[config.mk]
export PLATFORM = sky130hd
export DESIGN_NAME = sliding_anagram_finder_top
export DESIGN_NICKNAME = d
export VERILOG_FILES = /design/src/rtl/core/saf_pkg.sv /design/src/rtl/core/saf_queue.sv /design/src/rtl/core/saf_front.sv /design/src/rtl/core/saf_back.sv /design/src/rtl/core/sliding_anagram_finder_top.sv
export SDC_FILE = /design/constraint.sdc
export NUM_CORES = 2
export LEC_CHECK = 0
export BUFFER_PORTS_ARGS = -buffer_cell sky130_fd_sc_hd__clkbuf_2
export CAP_MARGIN = 0
export CORE_MARGIN = 5
export CORE_UTILIZATION = 57
export DETAILED_ROUTE_END_ITERATION = 8
export MAX_ROUTING_LAYER = met4
export PLACE_DENSITY = 0.76
export SLEW_MARGIN = 20
export SYNTH_ARGS = -nofsm -noshare
export SYNTH_HDL_FRONTEND = slang
export SYNTH_SLANG_ARGS = --single-unit
[constraint.sdc]
create_clock -name clk -period 8.6 [get_ports clk]
set_clock_uncertainty 0.2 [all_clocks]
set_input_delay 1.29 -clock clk [delete_from_list [all_inputs] [get_ports clk]]
set_output_delay 1.29 -clock clk [all_outputs]
set_load 0.02 [all_outputs]
[src/rtl/core/saf_pkg.sv]
package saf_pkg;

	// Fixed field widths
	localparam int SYM_W = 7;
	localparam int POS_W = 32;

	// Input mode codes
	localparam logic [1:0] MODE_PATTERN = 2'd0;
	localparam logic [1:0] MODE_TEXT    = 2'd1;
	localparam logic [1:0] MODE_CLEAR   = 2'd2;

	// Queue depths between front, back and the result port
	localparam int CMD_DEPTH = 4;
	localparam int RES_DEPTH = 4;

	typedef struct packed {
		logic [1:0]       mode;
		logic [SYM_W-1:0] symbol;
	} item_t;

	typedef struct packed {
		logic             found;
		logic [POS_W-1:0] start_index;
	} result_t;

	// Classified command from the front
	typedef enum logic [1:0] {
		CMD_PATTERN,
		CMD_TEXT,
		CMD_CLEAR
	} cmd_kind_t;

	typedef struct packed {
		cmd_kind_t        kind;
		logic [SYM_W-1:0] sym;
		logic             active;  // pattern is not empty
		logic             evict;   // window full, oldest symbol leaves
		logic             cand;    // window full after this symbol
		logic [POS_W-1:0] start;
	} cmd_t;

	// One read-modify-write slot of the count difference memory
	typedef enum logic [1:0] {
		OP_NOP,
		OP_UPD,
		OP_CLR
	} op_kind_t;

	typedef struct packed {
		op_kind_t         kind;
		logic             inc;
		logic [SYM_W-1:0] addr;
		logic             report;
		logic             cand;
		logic [POS_W-1:0] start;
	} op_t;

endpackage

[src/rtl/core/saf_queue.sv]
module saf_queue import saf_pkg::*; #(
	parameter int W     = 8,
	parameter int DEPTH = 4
) (
	input  logic         clk,
	input  logic         arst_n,
	input  logic         push,
	input  logic [W-1:0] wdata,
	input  logic         pop,
	output logic [W-1:0] rdata,
	output logic         not_empty,
	output logic         full
);

	localparam int PTR_W = (DEPTH > 1) ? $clog2(DEPTH) : 1;
	localparam int CNT_W = $clog2(DEPTH + 1);

	logic [W-1:0]     mem [DEPTH];
	logic [PTR_W-1:0] wr_ptr_q;
	logic [PTR_W-1:0] rd_ptr_q;
	logic [CNT_W-1:0] count_q;

	assign not_empty = (count_q != '0);
	assign full      = (count_q == CNT_W'(DEPTH));
	assign rdata     = mem[rd_ptr_q];

	// Store the pushed beat
	always_ff @(posedge clk) begin
		if (push) begin
			mem[wr_ptr_q] <= wdata;
		end
	end

	// Advance pointers and occupancy
	always_ff @(posedge clk or negedge arst_n) begin
		if (!arst_n) begin
			wr_ptr_q <= '0;
			rd_ptr_q <= '0;
			count_q  <= '0;
		end else begin
			if (push) begin
				wr_ptr_q <= (wr_ptr_q == PTR_W'(DEPTH - 1)) ? '0 : wr_ptr_q + PTR_W'(1);
			end
			if (pop) begin
				rd_ptr_q <= (rd_ptr_q == PTR_W'(DEPTH - 1)) ? '0 : rd_ptr_q + PTR_W'(1);
			end
			if (push && !pop) begin
				count_q <= count_q + CNT_W'(1);
			end else if (!push && pop) begin
				count_q <= count_q - CNT_W'(1);
			end
		end
	end

endmodule

[src/rtl/core/saf_front.sv]
module saf_front import saf_pkg::*; #(
	parameter int MAX_PATTERN = 256,
	parameter int ALPHABET    = 128,
	parameter int SLOT_W      = 8
) (
	input  logic              clk,
	input  logic              arst_n,
	input  logic              item_valid,
	output logic              item_stall,
	input  item_t             item,
	input  logic              cmd_full,
	output logic              cmd_push,
	output cmd_t              cmd,
	output logic [SLOT_W-1:0] slot
);

	localparam int LW = $clog2(MAX_PATTERN + 1);

	logic              started_q;
	logic [LW-1:0]     plen_q;
	logic [LW-1:0]     fill_q;
	logic [SLOT_W-1:0] rp_q;
	logic [POS_W-1:0]  pos_q;

	logic              accept;
	logic [SYM_W-1:0]  sym_f;
	logic [LW-1:0]     fill_inc;
	logic              pat_take;
	logic              full_win;

	assign item_stall = cmd_full;
	assign accept     = item_valid && !cmd_full;
	assign fill_inc   = fill_q + LW'(1);
	assign full_win   = (fill_q == plen_q);
	assign pat_take   = !started_q && (plen_q < LW'(MAX_PATTERN));
	assign slot       = rp_q;

	// Saturate codes outside the alphabet
	always_comb begin
		if (int'(item.symbol) >= ALPHABET) begin
			sym_f = SYM_W'(ALPHABET - 1);
		end else begin
			sym_f = item.symbol;
		end
	end

	// Classify the beat into a back-end command
	always_comb begin
		cmd      = '0;
		cmd.sym  = sym_f;
		cmd_push = 1'b0;
		case (item.mode)
			MODE_PATTERN: begin
				cmd.kind = CMD_PATTERN;
				cmd_push = accept && pat_take;
			end
			MODE_TEXT: begin
				cmd.kind   = CMD_TEXT;
				cmd.active = (plen_q != '0);
				cmd.evict  = cmd.active && full_win;
				cmd.cand   = cmd.active && (full_win || (fill_inc == plen_q));
				cmd.start  = pos_q - POS_W'(plen_q) + POS_W'(1);
				cmd_push   = accept;
			end
			MODE_CLEAR: begin
				cmd.kind = CMD_CLEAR;
				cmd_push = accept;
			end
			default: begin
				cmd_push = 1'b0;
			end
		endcase
	end

	// Track pattern length, window fill, ring slot and text position
	always_ff @(posedge clk or negedge arst_n) begin
		if (!arst_n) begin
			started_q <= 1'b0;
			plen_q    <= '0;
			fill_q    <= '0;
			rp_q      <= '0;
			pos_q     <= '0;
		end else if (accept) begin
			case (item.mode)
				MODE_PATTERN: begin
					if (pat_take) begin
						plen_q <= plen_q + LW'(1);
					end
				end
				MODE_TEXT: begin
					started_q <= 1'b1;
					pos_q     <= pos_q + POS_W'(1);
					if (plen_q != '0) begin
						if (!full_win) begin
							fill_q <= fill_inc;
						end
						rp_q <= (LW'(rp_q) + LW'(1) >= plen_q) ? '0 : rp_q + SLOT_W'(1);
					end
				end
				MODE_CLEAR: begin
					started_q <= 1'b0;
					plen_q    <= '0;
					fill_q    <= '0;
					rp_q      <= '0;
					pos_q     <= '0;
				end
				default: begin
					started_q <= started_q;
				end
			endcase
		end
	end

endmodule

[src/rtl/core/saf_back.sv]
module saf_back import saf_pkg::*; #(
	parameter int MAX_PATTERN = 256,
	parameter int ALPHABET    = 128,
	parameter int SLOT_W      = 8
) (
	input  logic              clk,
	input  logic              arst_n,
	input  logic              cmd_valid,
	input  cmd_t              cmd,
	input  logic [SLOT_W-1:0] slot,
	output logic              cmd_pop,
	output logic              res_push,
	output result_t           res,
	input  logic              res_pop
);

	localparam int AW = $clog2(ALPHABET);
	localparam int DW = $clog2(MAX_PATTERN + 1) + 1;
	localparam int MW = $clog2(ALPHABET + 1);
	localparam int CW = $clog2(RES_DEPTH + 1);

	// Ring of window symbols
	logic [SYM_W-1:0] ring_mem [MAX_PATTERN];
	logic [SYM_W-1:0] ring_rd_q;
	logic             ring_we;

	// Pending leave update of a full-window text symbol
	logic             pend_q;
	logic             pend_cand_q;
	logic [POS_W-1:0] pend_start_q;

	// Pattern minus window count per code, entries valid since last clear
	logic [DW-1:0]       dmem [ALPHABET];
	logic [ALPHABET-1:0] vld_q;
	logic [DW-1:0]       rd_s1;
	logic                vbit_s1;

	logic             fw_upd_q;
	logic             fw_clr_q;
	logic [SYM_W-1:0] fw_addr_q;
	logic [DW-1:0]    fw_data_q;

	logic [MW-1:0] mismatch_q;
	logic [CW-1:0] credit_q;

	op_t           op;
	op_t           op_s1;
	op_t           op_s2;
	logic          is_text;
	logic          take;
	logic [DW-1:0] old_s1;
	logic [DW-1:0] new_s1;

	// Dispatch: a text symbol reserves a result slot
	assign is_text = (cmd.kind == CMD_TEXT);
	assign cmd_pop = cmd_valid && !pend_q && (!is_text || (credit_q != '0));
	assign take    = cmd_pop && is_text;
	assign ring_we = take && cmd.active;

	always_comb begin
		op = '0;
		if (pend_q) begin
			op.kind   = OP_UPD;
			op.inc    = 1'b1;
			op.addr   = ring_rd_q;
			op.report = 1'b1;
			op.cand   = pend_cand_q;
			op.start  = pend_start_q;
		end else if (cmd_pop) begin
			case (cmd.kind)
				CMD_PATTERN: begin
					op.kind = OP_UPD;
					op.inc  = 1'b1;
					op.addr = cmd.sym;
				end
				CMD_TEXT: begin
					op.report = !(cmd.active && cmd.evict);
					op.cand   = cmd.cand;
					op.start  = cmd.start;
					if (cmd.active) begin
						op.kind = OP_UPD;
						op.inc  = 1'b0;
						op.addr = cmd.sym;
					end
				end
				CMD_CLEAR: begin
					op.kind = OP_CLR;
				end
				default: begin
					op.kind = OP_NOP;
				end
			endcase
		end
	end

	// Read the leaving symbol and write the entering one in the same slot
	always_ff @(posedge clk) begin
		if (ring_we) begin
			ring_rd_q      <= ring_mem[slot];
			ring_mem[slot] <= cmd.sym;
		end
		if (take) begin
			pend_cand_q  <= cmd.cand;
			pend_start_q <= cmd.start;
		end
	end

	// Hold the dispatcher in the cycle after an evicting text symbol for its leave update
	always_ff @(posedge clk or negedge arst_n) begin
		if (!arst_n) begin
			pend_q <= 1'b0;
		end else begin
			pend_q <= ring_we && cmd.evict;
		end
	end

	// Forward the previous write, which the registered read missed
	always_comb begin
		if (fw_clr_q) begin
			old_s1 = '0;
		end else if (fw_upd_q && (fw_addr_q == op_s1.addr)) begin
			old_s1 = fw_data_q;
		end else if (vbit_s1) begin
			old_s1 = rd_s1;
		end else begin
			old_s1 = '0;
		end
		new_s1 = op_s1.inc ? old_s1 + DW'(1) : old_s1 - DW'(1);
	end

	// Count memory: registered read, write back from stage op_s1
	always_ff @(posedge clk) begin
		rd_s1     <= dmem[AW'(op.addr)];
		vbit_s1   <= vld_q[AW'(op.addr)];
		fw_addr_q <= op_s1.addr;
		fw_data_q <= new_s1;
		if (op_s1.kind == OP_UPD) begin
			dmem[AW'(op_s1.addr)] <= new_s1;
		end
	end

	// Advance the update pipeline, valid bits and mismatch count
	always_ff @(posedge clk or negedge arst_n) begin
		if (!arst_n) begin
			op_s1      <= '0;
			op_s2      <= '0;
			vld_q      <= '0;
			fw_upd_q   <= 1'b0;
			fw_clr_q   <= 1'b0;
			mismatch_q <= '0;
		end else begin
			op_s1    <= op;
			op_s2    <= op_s1;
			fw_upd_q <= (op_s1.kind == OP_UPD);
			fw_clr_q <= (op_s1.kind == OP_CLR);
			if (op_s1.kind == OP_CLR) begin
				vld_q      <= '0;
				mismatch_q <= '0;
			end else if (op_s1.kind == OP_UPD) begin
				vld_q[AW'(op_s1.addr)] <= 1'b1;
				if ((old_s1 != '0) && (new_s1 == '0)) begin
					mismatch_q <= mismatch_q - MW'(1);
				end else if ((old_s1 == '0) && (new_s1 != '0)) begin
					mismatch_q <= mismatch_q + MW'(1);
				end
			end
		end
	end

	// Report once the last update of a text symbol has landed
	assign res_push        = op_s2.report;
	assign res.found       = op_s2.cand && (mismatch_q == '0);
	assign res.start_index = res.found ? op_s2.start : '0;

	// Return result slots as the port drains
	always_ff @(posedge clk or negedge arst_n) begin
		if (!arst_n) begin
			credit_q <= CW'(RES_DEPTH);
		end else if (take && !res_pop) begin
			credit_q <= credit_q - CW'(1);
		end else if (!take && res_pop) begin
			credit_q <= credit_q + CW'(1);
		end
	end

endmodule

[src/rtl/core/sliding_anagram_finder_top.sv]
// A text result is pushed from stage op_s2, on a full window by the leave update behind it.
// Throughput: one beat per cycle while the command queue has room; a full-window text beat holds
// the dispatcher for its leave update: both updates share the count memory's single write port.
// Reset: arst_n clears all control state and the count valid bits at once; no clearing pass.
// A clear beat empties every store in one update slot.
module sliding_anagram_finder_top import saf_pkg::*; #(
	parameter int MAX_PATTERN = 256,
	parameter int ALPHABET    = 128
) (
	input  logic    clk,
	input  logic    arst_n,
	input  logic    item_valid,
	output logic    item_stall,
	input  item_t   item,
	output logic    result_valid,
	input  logic    result_stall,
	output result_t result
);

	localparam int SLOT_W = (MAX_PATTERN > 1) ? $clog2(MAX_PATTERN) : 1;
	localparam int CMD_W  = $bits(cmd_t) + SLOT_W;
	localparam int RES_W  = $bits(result_t);

	logic              cmd_push;
	logic              cmd_full;
	logic              cmd_valid;
	logic              cmd_pop;
	cmd_t              cmd_in;
	cmd_t              cmd_out;
	logic [SLOT_W-1:0] slot_in;
	logic [SLOT_W-1:0] slot_out;
	logic [CMD_W-1:0]  cmd_rdata;

	logic              res_push;
	logic              res_full;
	logic              res_pop;
	result_t           res_in;
	logic [RES_W-1:0]  res_rdata;

	saf_front #(
		.MAX_PATTERN (MAX_PATTERN),
		.ALPHABET    (ALPHABET),
		.SLOT_W      (SLOT_W)
	) u_front (
		.clk        (clk),
		.arst_n     (arst_n),
		.item_valid (item_valid),
		.item_stall (item_stall),
		.item       (item),
		.cmd_full   (cmd_full),
		.cmd_push   (cmd_push),
		.cmd        (cmd_in),
		.slot       (slot_in)
	);

	saf_queue #(
		.W     (CMD_W),
		.DEPTH (CMD_DEPTH)
	) u_cmd_queue (
		.clk       (clk),
		.arst_n    (arst_n),
		.push      (cmd_push),
		.wdata     ({cmd_in, slot_in}),
		.pop       (cmd_pop),
		.rdata     (cmd_rdata),
		.not_empty (cmd_valid),
		.full      (cmd_full)
	);

	assign {cmd_out, slot_out} = cmd_rdata;

	saf_back #(
		.MAX_PATTERN (MAX_PATTERN),
		.ALPHABET    (ALPHABET),
		.SLOT_W      (SLOT_W)
	) u_back (
		.clk       (clk),
		.arst_n    (arst_n),
		.cmd_valid (cmd_valid),
		.cmd       (cmd_out),
		.slot      (slot_out),
		.cmd_pop   (cmd_pop),
		.res_push  (res_push),
		.res       (res_in),
		.res_pop   (res_pop)
	);

	assign res_pop = result_valid && !result_stall;

	saf_queue #(
		.W     (RES_W),
		.DEPTH (RES_DEPTH)
	) u_res_queue (
		.clk       (clk),
		.arst_n    (arst_n),
		.push      (res_push),
		.wdata     (res_in),
		.pop       (res_pop),
		.rdata     (res_rdata),
		.not_empty (result_valid),
		.full      (res_full)
	);

	assign result = result_t'(res_rdata);

	// Front never pushes into a full command queue
	a_cmd_no_overflow: assert property (@(posedge clk) disable iff (!arst_n)
		cmd_push |-> !cmd_full)
		else $error("command queue overflow");

	// Result credits keep the result queue from overflowing
	a_res_no_overflow: assert property (@(posedge clk) disable iff (!arst_n)
		res_push && !res_pop |-> !res_full)
		else $error("result queue overflow");

	// Back end only dequeues a present command
	a_cmd_pop_valid: assert property (@(posedge clk) disable iff (!arst_n)
		cmd_pop |-> cmd_valid)
		else $error("command pop on empty queue");

	// A miss carries a zero start index
	a_miss_zero_start: assert property (@(posedge clk) disable iff (!arst_n)
		res_push && !res_in.found |-> res_in.start_index == '0)
		else $error("nonzero start index on a miss");

endmodule

== Yosys cells after proc, flatten, opt, wreduce, memory -nomap -nowiden ==
Memories as Yosys holds them, arrays and structs flattened. A register that Yosys moved wholly into a read port is not among the register bits.
Cells that the tools add are included.
Word-level totals
  bits in writable memories: 3412
  output and inout port bits: 35
  input port bits: 13
  word-level logic and storage cells: 191
  memories kept: 4
  register bits: 344
Operators by class
  bitwise logic cells: 1
  eq/ne operators: 17
  reduce and logical (&&, ||, !) cells: 60
  order comparisons: 5
  add/sub/neg operators: 21
  muxes and demuxes: 52
Memory list
  u_back.ring_mem: words 256, width 7, rd ports 1, clocked after memory_dff 1, write ports 1, line saf_back.sv:23  | logic [SYM_W-1:0] ring_mem [MAX_PATTERN];
  u_back.dmem: words 128, width 10, rd ports 1, clocked after memory_dff 1, write ports 1, line saf_back.sv:33  | logic [DW-1:0] dmem [ALPHABET];
  u_cmd_queue.mem: words 4, width 52, rd ports 1, clocked after memory_dff 0, write ports 1, line saf_queue.sv:18  | logic [W-1:0] mem [DEPTH];
  u_res_queue.mem: words 4, width 33, rd ports 1, clocked after memory_dff 0, write ports 1, line saf_queue.sv:18
Operators with widths (number)
  128-bit two-way mux: 2
  128-bit bitwise OR: 1
  44-bit two-way mux: 2
  32-bit by 1-bit adder with 32-bit output (second input constant): 2
  32-bit one-hot mux with 2 select lines: 1
  8-bit two-way mux: 6
  10-bit two-way mux: 4
  9-bit two-way mux: 4
  9-bit one-hot mux with 2 select lines: 2
  35-bit two-way mux: 1
  34-bit two-way mux: 1
  32-bit two-way mux: 1
  8-bit one-hot mux with 2 select lines: 2
  32-bit by 9-bit subtractor with 32-bit output: 1
  1-bit logical AND: 23
  10-bit logical NOT: 2
  10-bit nonzero test: 2
  9-bit by 1-bit adder with 9-bit output (second input constant): 2
  9-bit equality test: 2
  3-bit two-way mux: 6
  8-bit by 1-bit adder with 8-bit output (second input constant): 2
  7-bit by 8-bit less-than comparator with 1-bit output (second input constant): 2
  2-bit equality test (second input constant): 7
  2-bit nonzero test: 6
  other kinds (32): 72

== Depth between registers and ports, before layout ==
  word-level depth: 12
  gate-level depth with buffers: 27
  depth with buffers taken out: 27

== By module ==
Synthesis repeated with hierarchy kept, for this count alone.
Unflattened totals
  cells, all modules: 8866
  area, all modules: 151371.4 um^2
By module, submodules not included
  saf_back: area an instance 132072.9 um^2, times used 1, sequential area each 99516.7 um^2, cells each 7570
  saf_queue at u_cmd_queue: area an instance 7986.4 um^2, times used 1, sequential area each 6421.2 um^2, cells each 309
  saf_front: area an instance 6068.3 um^2, times used 1, sequential area each 1476.4 um^2, cells each 776
  saf_queue at u_res_queue: area an instance 5230.0 um^2, times used 1, sequential area each 4139.0 um^2, cells each 210
  sliding_anagram_finder_top: area an instance 13.8 um^2, times used 1, sequential area each 0.0 um^2, cells each 1

== Least setup slack after synthesis ==
Ideal clock, no wire load.
  path kind: reg2reg
  start point: register u_back.op_s1[38] (netlist bit)
  end point: register u_back.mismatch_q[7]
  path buffers: 0
  setup time: 0.121 ns
  path slack: -0.666 ns
  data required time: 8.279 ns
  stages on the path, launching flop included: 28
  data arrival time: 8.946 ns
  clock period less this slack: 9.266 ns
  cell sequence: dfrtp_1 > xnor2_1 > nand4_1 > nor2_1 > mux2i_1 > nor2_1 > fa_1 > a21o_1 > a21oi_1 > o21bai_1 > a21oi_1 > o21bai_1 > a21oi_1 > xnor2_1 > or4_1 > nor4_1 > ha_1 > ha_1 > a21o_1 > a21oi_1 > o21bai_1 > a21oi_1 > o21bai_1 > a21oi_1 > xnor2_1 > a21oi_1 > o21ai_0 > nand2_1
On the way
  cells in the longest elaborated chain, start to end: 11
  elaborated cells between the ends (all ways): 18
  classes of those cells: add/sub: 2; eq/ne: 1; mux: 6; reduce/logical: 9
RTL lines
  from (decl): line saf_back.sv:47  | op_t op_s1;
  from (signal assigned): line saf_back.sv:152  | op_s1 <= op;
  7-bit equality test *: line saf_back.sv:121  | end else if (fw_upd_q && (fw_addr_q == op_s1.addr)) begin
  1-bit logical AND *: line saf_back.sv:121
  10-bit two-way mux *: line saf_back.sv:121
  10-bit two-way mux *: line saf_back.sv:119  | if (fw_clr_q) begin
  10-bit by 1-bit subtractor with 10-bit output or 10-bit by 1-bit adder with 10-bit output (tied branches): line saf_back.sv:128  | new_s1 = op_s1.inc ? old_s1 + DW'(1) : old_s1 - DW'(1);
  10-bit two-way mux *: line saf_back.sv:128
  named net u_back.new_s1[8]: line saf_back.sv:52  | logic [DW-1:0] new_s1;
  10-bit logical NOT: line saf_back.sv:161  | if ((old_s1 != '0) && (new_s1 == '0)) begin
  1-bit logical AND: line saf_back.sv:161
  8-bit two-way mux: line saf_back.sv:161
  8-bit two-way mux: line saf_back.sv:159  | end else if (op_s1.kind == OP_UPD) begin
  8-bit two-way mux: line saf_back.sv:156  | if (op_s1.kind == OP_CLR) begin
  to (signal assigned): line saf_back.sv:162  | mismatch_q <= mismatch_q - MW'(1);
  to (signal assigned): line saf_back.sv:164  | mismatch_q <= mismatch_q + MW'(1);
  to (decl): line saf_back.sv:43  | logic [MW-1:0] mismatch_q;
The timed path passes the listed nets; every way through them passes the cells marked *. The select of a mux whose other input is x is not followed.
A chain may end at the register's enable or synchronous reset.

== Worst setup path in the final report ==
  start point: register u_back.op_s1[36] (netlist bit)
  end point: register u_back.mismatch_q[7]
Same word-level chain as after synthesis.

==> impl_metrics.prom <==
# TYPE chip_impl_metric gauge
chip_impl_metric{name="timing_worst_slew_pin_value",unit="ns"} 1.21
chip_impl_metric{name="dieArea",unit="um2"} 276000
chip_impl_metric{name="clkSinkCount",unit=""} 3773
chip_impl_metric{name="global_route.usage.total",unit="%"} 26.9
chip_impl_metric{name="wl",unit="mm"} 366
chip_impl_info{name="critical-path-slowest-cell",value="dfrtp_1"} 1
chip_impl_metric{name="power.leakage",unit="uW"} 0.0561
chip_impl_metric{name="buffer_ports.inserted",unit=""} 47
chip_impl_metric{name="grt_pass1_wl",unit="mm"} 549
chip_impl_metric{name="cellPowerDensity",unit="nW/um2"} 394
chip_impl_info{name="crit_path_end_kind",value="register"} 1
chip_impl_metric{name="power.share.switching",unit="%"} 36.9
chip_impl_metric{name="max_freq",unit="GHz"} 0.137
chip_impl_metric{name="groute.layer.met2.usage",unit="%"} 40.8
chip_impl_metric{name="ctsResizeCount",unit=""} 0
chip_impl_metric{name="synth_simple_gate_area_share",unit="%"} 9.83
chip_impl_metric{name="yosys-mux-area-fraction",unit="%"} 8.82
chip_impl_metric{name="postLayoutCoreUtil",unit="%"} 63.2
chip_impl_metric{name="comb_power_share",unit="%"} 36.2
chip_impl_metric{name="antenna_found_initial",unit=""} 13
chip_impl_metric{name="synthesis.area_per_instance",unit="um2"} 15.8
chip_impl_metric{name="cts_htree_levels",unit=""} 5
chip_impl_metric{name="synth.yosys.warnings",unit=""} 0
chip_impl_metric{name="final-hold-violation-count",unit=""} 0
chip_impl_metric{name="synth_compound_gate_area_share",unit="%"} 3.96
chip_impl_metric{name="post_detailed_placement_half_perimeter_wirelength",unit="mm"} 209
chip_impl_metric{name="synth_xor_area_share",unit="%"} 0.609
chip_impl_metric{name="placed_cell_area",unit="um2"} 155000
chip_impl_metric{name="ys_async_sr_fraction",unit="%"} 7.77
chip_impl_metric{name="route.detailed.drc",unit=""} 0
chip_impl_metric{name="die_y",unit="um"} 525
chip_impl_metric{name="drv_slew",unit=""} 0
chip_impl_metric{name="required",unit="ns"} 9.20
chip_impl_metric{name="ios",unit=""} 48
chip_impl_metric{name="net-switching-power",unit="uW"} 24300
chip_impl_info{name="mostFrequentLayoutCell",value="edfxtp_1"} 1
chip_impl_metric{name="multi_input_comb_area",unit="um2"} 37000
chip_impl_metric{name="use_met1",unit="%"} 36.9
chip_impl_metric{name="number_of_global_route_vias_before_repair",unit=""} 85500
chip_impl_metric{name="p_int",unit="uW"} 41600
chip_impl_info{name="criticalPathCategory",value="register to register"} 1
chip_impl_info{name="gr-max-usage-layer",value="met2"} 1
chip_impl_metric{name="clk_transition_reported_paths",unit="ns"} 0.06
chip_impl_metric{name="critical_path.max_fanout",unit=""} 12
chip_impl_metric{name="synth.ff_latch_count",unit=""} 3773
chip_impl_metric{name="worst_slack",unit="ns"} 1.30
chip_impl_metric{name="preCtsSetupSlack",unit="ns"} 1.36
chip_impl_metric{name="ctsLongestPathBuffers",unit=""} 4
chip_impl_metric{name="vias_per_cell",unit=""} 6.43
chip_impl_metric{name="finalWeightedCongestion",unit=""} 0.879
chip_impl_metric{name="detail-route-antenna-nets",unit=""} 0
chip_impl_metric{name="floorplan.initialDensity",unit="%"} 57.1
chip_impl_metric{name="synth_adder_area_share",unit="%"} 0.982
chip_impl_metric{name="core_area",unit="um2"} 265000
chip_impl_metric{name="die_w",unit="um"} 525
chip_impl_metric{name="pin_count_of_the_biggest_net_entering_global_routing",unit=""} 236
chip_impl_metric{name="grt.overflow.total",unit=""} 0
chip_impl_info{name="timing.hold.worst.class",value="register to register"} 1
chip_impl_metric{name="synth.lib_cells_used.distinct",unit=""} 77
chip_impl_info{name="synth_top_family_by_area",value="simple AND/OR/NAND/NOR gates"} 1
chip_impl_metric{name="power_frac_clock",unit="%"} 24.2
chip_impl_metric{name="area_occupied_by_registers",unit="um2"} 112000
chip_impl_info{name="synthFlopType",value="edfxtp_1"} 1
chip_impl_metric{name="layout_overhead_on_the_synthesized_area",unit="%"} 10.6
chip_impl_metric{name="crit_path_max_incr_delay",unit="ns"} 0.66
chip_impl_metric{name="finalInstanceArea",unit="um2"} 167000
chip_impl_metric{name="syn-instance-count",unit=""} 9574
chip_impl_metric{name="first_pass_iters",unit=""} 8
chip_impl_metric{name="wire_per_inst",unit="um"} 27.2
chip_impl_info{name="cts_tree",value="built"} 1
chip_impl_info{name="status",value="complete, no violations"} 1
chip_impl_metric{name="synthesis.nets",unit=""} 9702
chip_impl_metric{name="timing.setup.tns",unit="ns"} 0
chip_impl_metric{name="num_rows",unit=""} 189
chip_impl_metric{name="synth_enable_flop_cells",unit=""} 3452
chip_impl_metric{name="drt-initial-drc-count",unit=""} 11900
chip_impl_info{name="rsz_0062_raised_after_global_routing",value="no"} 1
chip_impl_metric{name="count_of_filler_cells_inserted_in_the_layout",unit=""} 17600
chip_impl_metric{name="worst_skew_pair.late_latency",unit="ns"} 0.92
chip_impl_info{name="timing.critical_path.from_type",value="register"} 1
chip_impl_metric{name="timing.final.crit_share",unit="%"} 84.9
chip_impl_metric{name="cts_inserted_buffers",unit=""} 375
chip_impl_metric{name="synth_seq_area_share",unit="%"} 73.8
chip_impl_info{name="cell_at_the_root_of_the_clock_tree",value="clkbuf_16"} 1
chip_impl_info{name="mostFrequentLayoutCells",value="edfxtp_1, nand2_1, nand3_1"} 1
chip_impl_metric{name="fin_nets",unit=""} 9732
chip_impl_metric{name="max_cap_violations",unit=""} 0
chip_impl_metric{name="worst-endpoint-arrival",unit="ns"} 7.90
chip_impl_metric{name="cts.hold.buffers_added",unit=""} 0
chip_impl_info{name="crit_path_frequent_cell",value="a21oi_1"} 1
chip_impl_metric{name="max_slew_margin",unit="%"} 19.1
chip_impl_metric{name="netlist_area_before_placement",unit="um2"} 151000
chip_impl_metric{name="met3_usage",unit="%"} 5.84
chip_impl_metric{name="route.vias.total",unit=""} 86500
chip_impl_metric{name="peakVddDrop",unit="mV"} 0.870
chip_impl_metric{name="setup_viol_count_final",unit=""} 0
chip_impl_metric{name="layout-drive-gt1-share",unit="%"} 13.9
chip_impl_metric{name="finalCriticalPeriod",unit="ns"} 7.30
chip_impl_metric{name="cts_post_setup_buffers_inserted",unit=""} 0
chip_impl_metric{name="power.sequential.fraction",unit="%"} 39.6
==> cell usage after synthesis (12+ instances only) <==
master | instances | area, um2
a211oi_1 | 157 | 1180
a21o_1 | 20 | 150
a21oi_1 | 206 | 1030
a22o_1 | 39 | 342
a311oi_1 | 128 | 1120
a31oi_1 | 105 | 657
a32oi_1 | 25 | 219
and2_1 | 98 | 613
and3_1 | 153 | 957
buf_1 | 39 | 146
buf_2 | 192 | 961
buf_4 | 73 | 548
clkbuf_1 | 265 | 995
dfrtp_1 | 292 | 7310
dfxtp_1 | 28 | 561
edfxtp_1 | 3452 | 104000
ha_1 | 109 | 1360
inv_1 | 76 | 285
mux2_2 | 13 | 146
mux2i_1 | 121 | 1210
mux4_2 | 531 | 12000
nand2_1 | 1629 | 6110
nand2b_1 | 13 | 81.3
nand3_1 | 621 | 3110
nand4_1 | 68 | 425
nor2_1 | 625 | 2350
nor2b_1 | 80 | 500
nor3_1 | 52 | 260
nor4_1 | 34 | 213
o211ai_1 | 19 | 143
o21ai_0 | 75 | 375
o32ai_1 | 12 | 105
xnor2_1 | 72 | 631
xor2_1 | 33 | 289
==> logic make-up after synthesis <==
logic type,count (synthesis)
adders and majority gates,115
and+or+nand+nor,3403
xor gates and xnor gates,105
AOI/OAI and AO/OA,861
buffers and inverters,651
DFF,3773
muxes,666
==> power groups by stage <==
| stage | registers (uW) | clock network, uW | logic, uW |
|---|---|---|---|
| 3_3_place_gp | 26400 | 0 | 22600 |
| 5_1_grt | 26200 | 16900 | 25300 |
| 4_1_cts | 26100 | 16100 | 23500 |
| 6_report | 26100 | 15900 | 23900 |
| 3_5_place_dp | 26500 | 0 | 23300 |
| 2_1_floorplan | 26700 | 0 | 15000 |
==> path summary, 6_finish.rpt <==
path | from | endpoint | slack [ns] | cells after the start
setup / recovery | u_back.op_s1[36] | u_back.mismatch_q[7] | 1.30 | 30
hold / removal | u_back.op_s1[27] | u_back.op_s2[27] | 0.15 | 0
setup reg to reg | u_back.op_s1[36] | u_back.mismatch_q[7] | 1.30 | 30
hold reg to reg | u_back.op_s1[27] | u_back.op_s2[27] | 0.15 | 0
max in group asynchronous | arst_n | u_cmd_queue.rd_ptr_q[0] | 6.56 | 2
min in group asynchronous | arst_n | u_back.vld_q[122] | 0.22 | 1
==> critical path, delay by kind of cell (launching register included) <==
| family | cells | cell delay (ns) |
|---|---|---|
| simple gates | 6 | 1.52 |
| xor+xnor | 3 | 0.45 |
| mux | 1 | 0.26 |
| compound gates | 13 | 2.37 |
| fa+ha+maj | 3 | 1.03 |
| buf+inv | 4 | 0.71 |
| flops | 1 | 0.66 |
==> per-stage QoR <==
stage	total power, uW	hold WS [ns]	std cells
2_1_floorplan	41700	0.131	9574
3_3_place_gp	49000	0.135	12800
3_5_place_dp	49800	0.135	12800
4_1_cts	65700	0.150	13400
5_1_grt	68400	0.151	13500
6_report	65900	0.147	13500
==> layer usage <==
| layer | vias up | share of wire [%] |
|---|---|---|
| met1 | 43700 | 38 |
| met3 | 827 | 11 |
| met5 | - | 0 |
| met4 | 0 | 3.9 |
| met2 | 5268 | 47 |
| li1 | 36700 | - |
==> flip-flops by register name, summed over array words and instances, names as in the netlist, 9 cells and up <==
register / count
u_back.dmem: 1280
u_front.plen_q: 9
u_back.pend_start_q: 32
u_back.op_s1: 44
u_front.fill_q: 9
u_back.ring_mem: 1792
u_front.pos_q: 32
u_cmd_queue.mem: 208
u_back.rd_s1: 10
u_back.fw_data_q: 10
u_back.vld_q: 128
u_back.op_s2: 33
u_res_queue.mem: 132
==> area by class of cell <==
type,instances,area share (%)
Antenna cell,10,0.0150
Multi-Input combinational cell,5150,22.1
Sequential cell,3773,66.7
Clock buffer,466,5.98
Timing Repair Buffer,226,1.18
Tap cell,3533,2.64
Inverter,78,0.186
Clock inverter,216,1.15
Power figures use the tool's default switching activity.
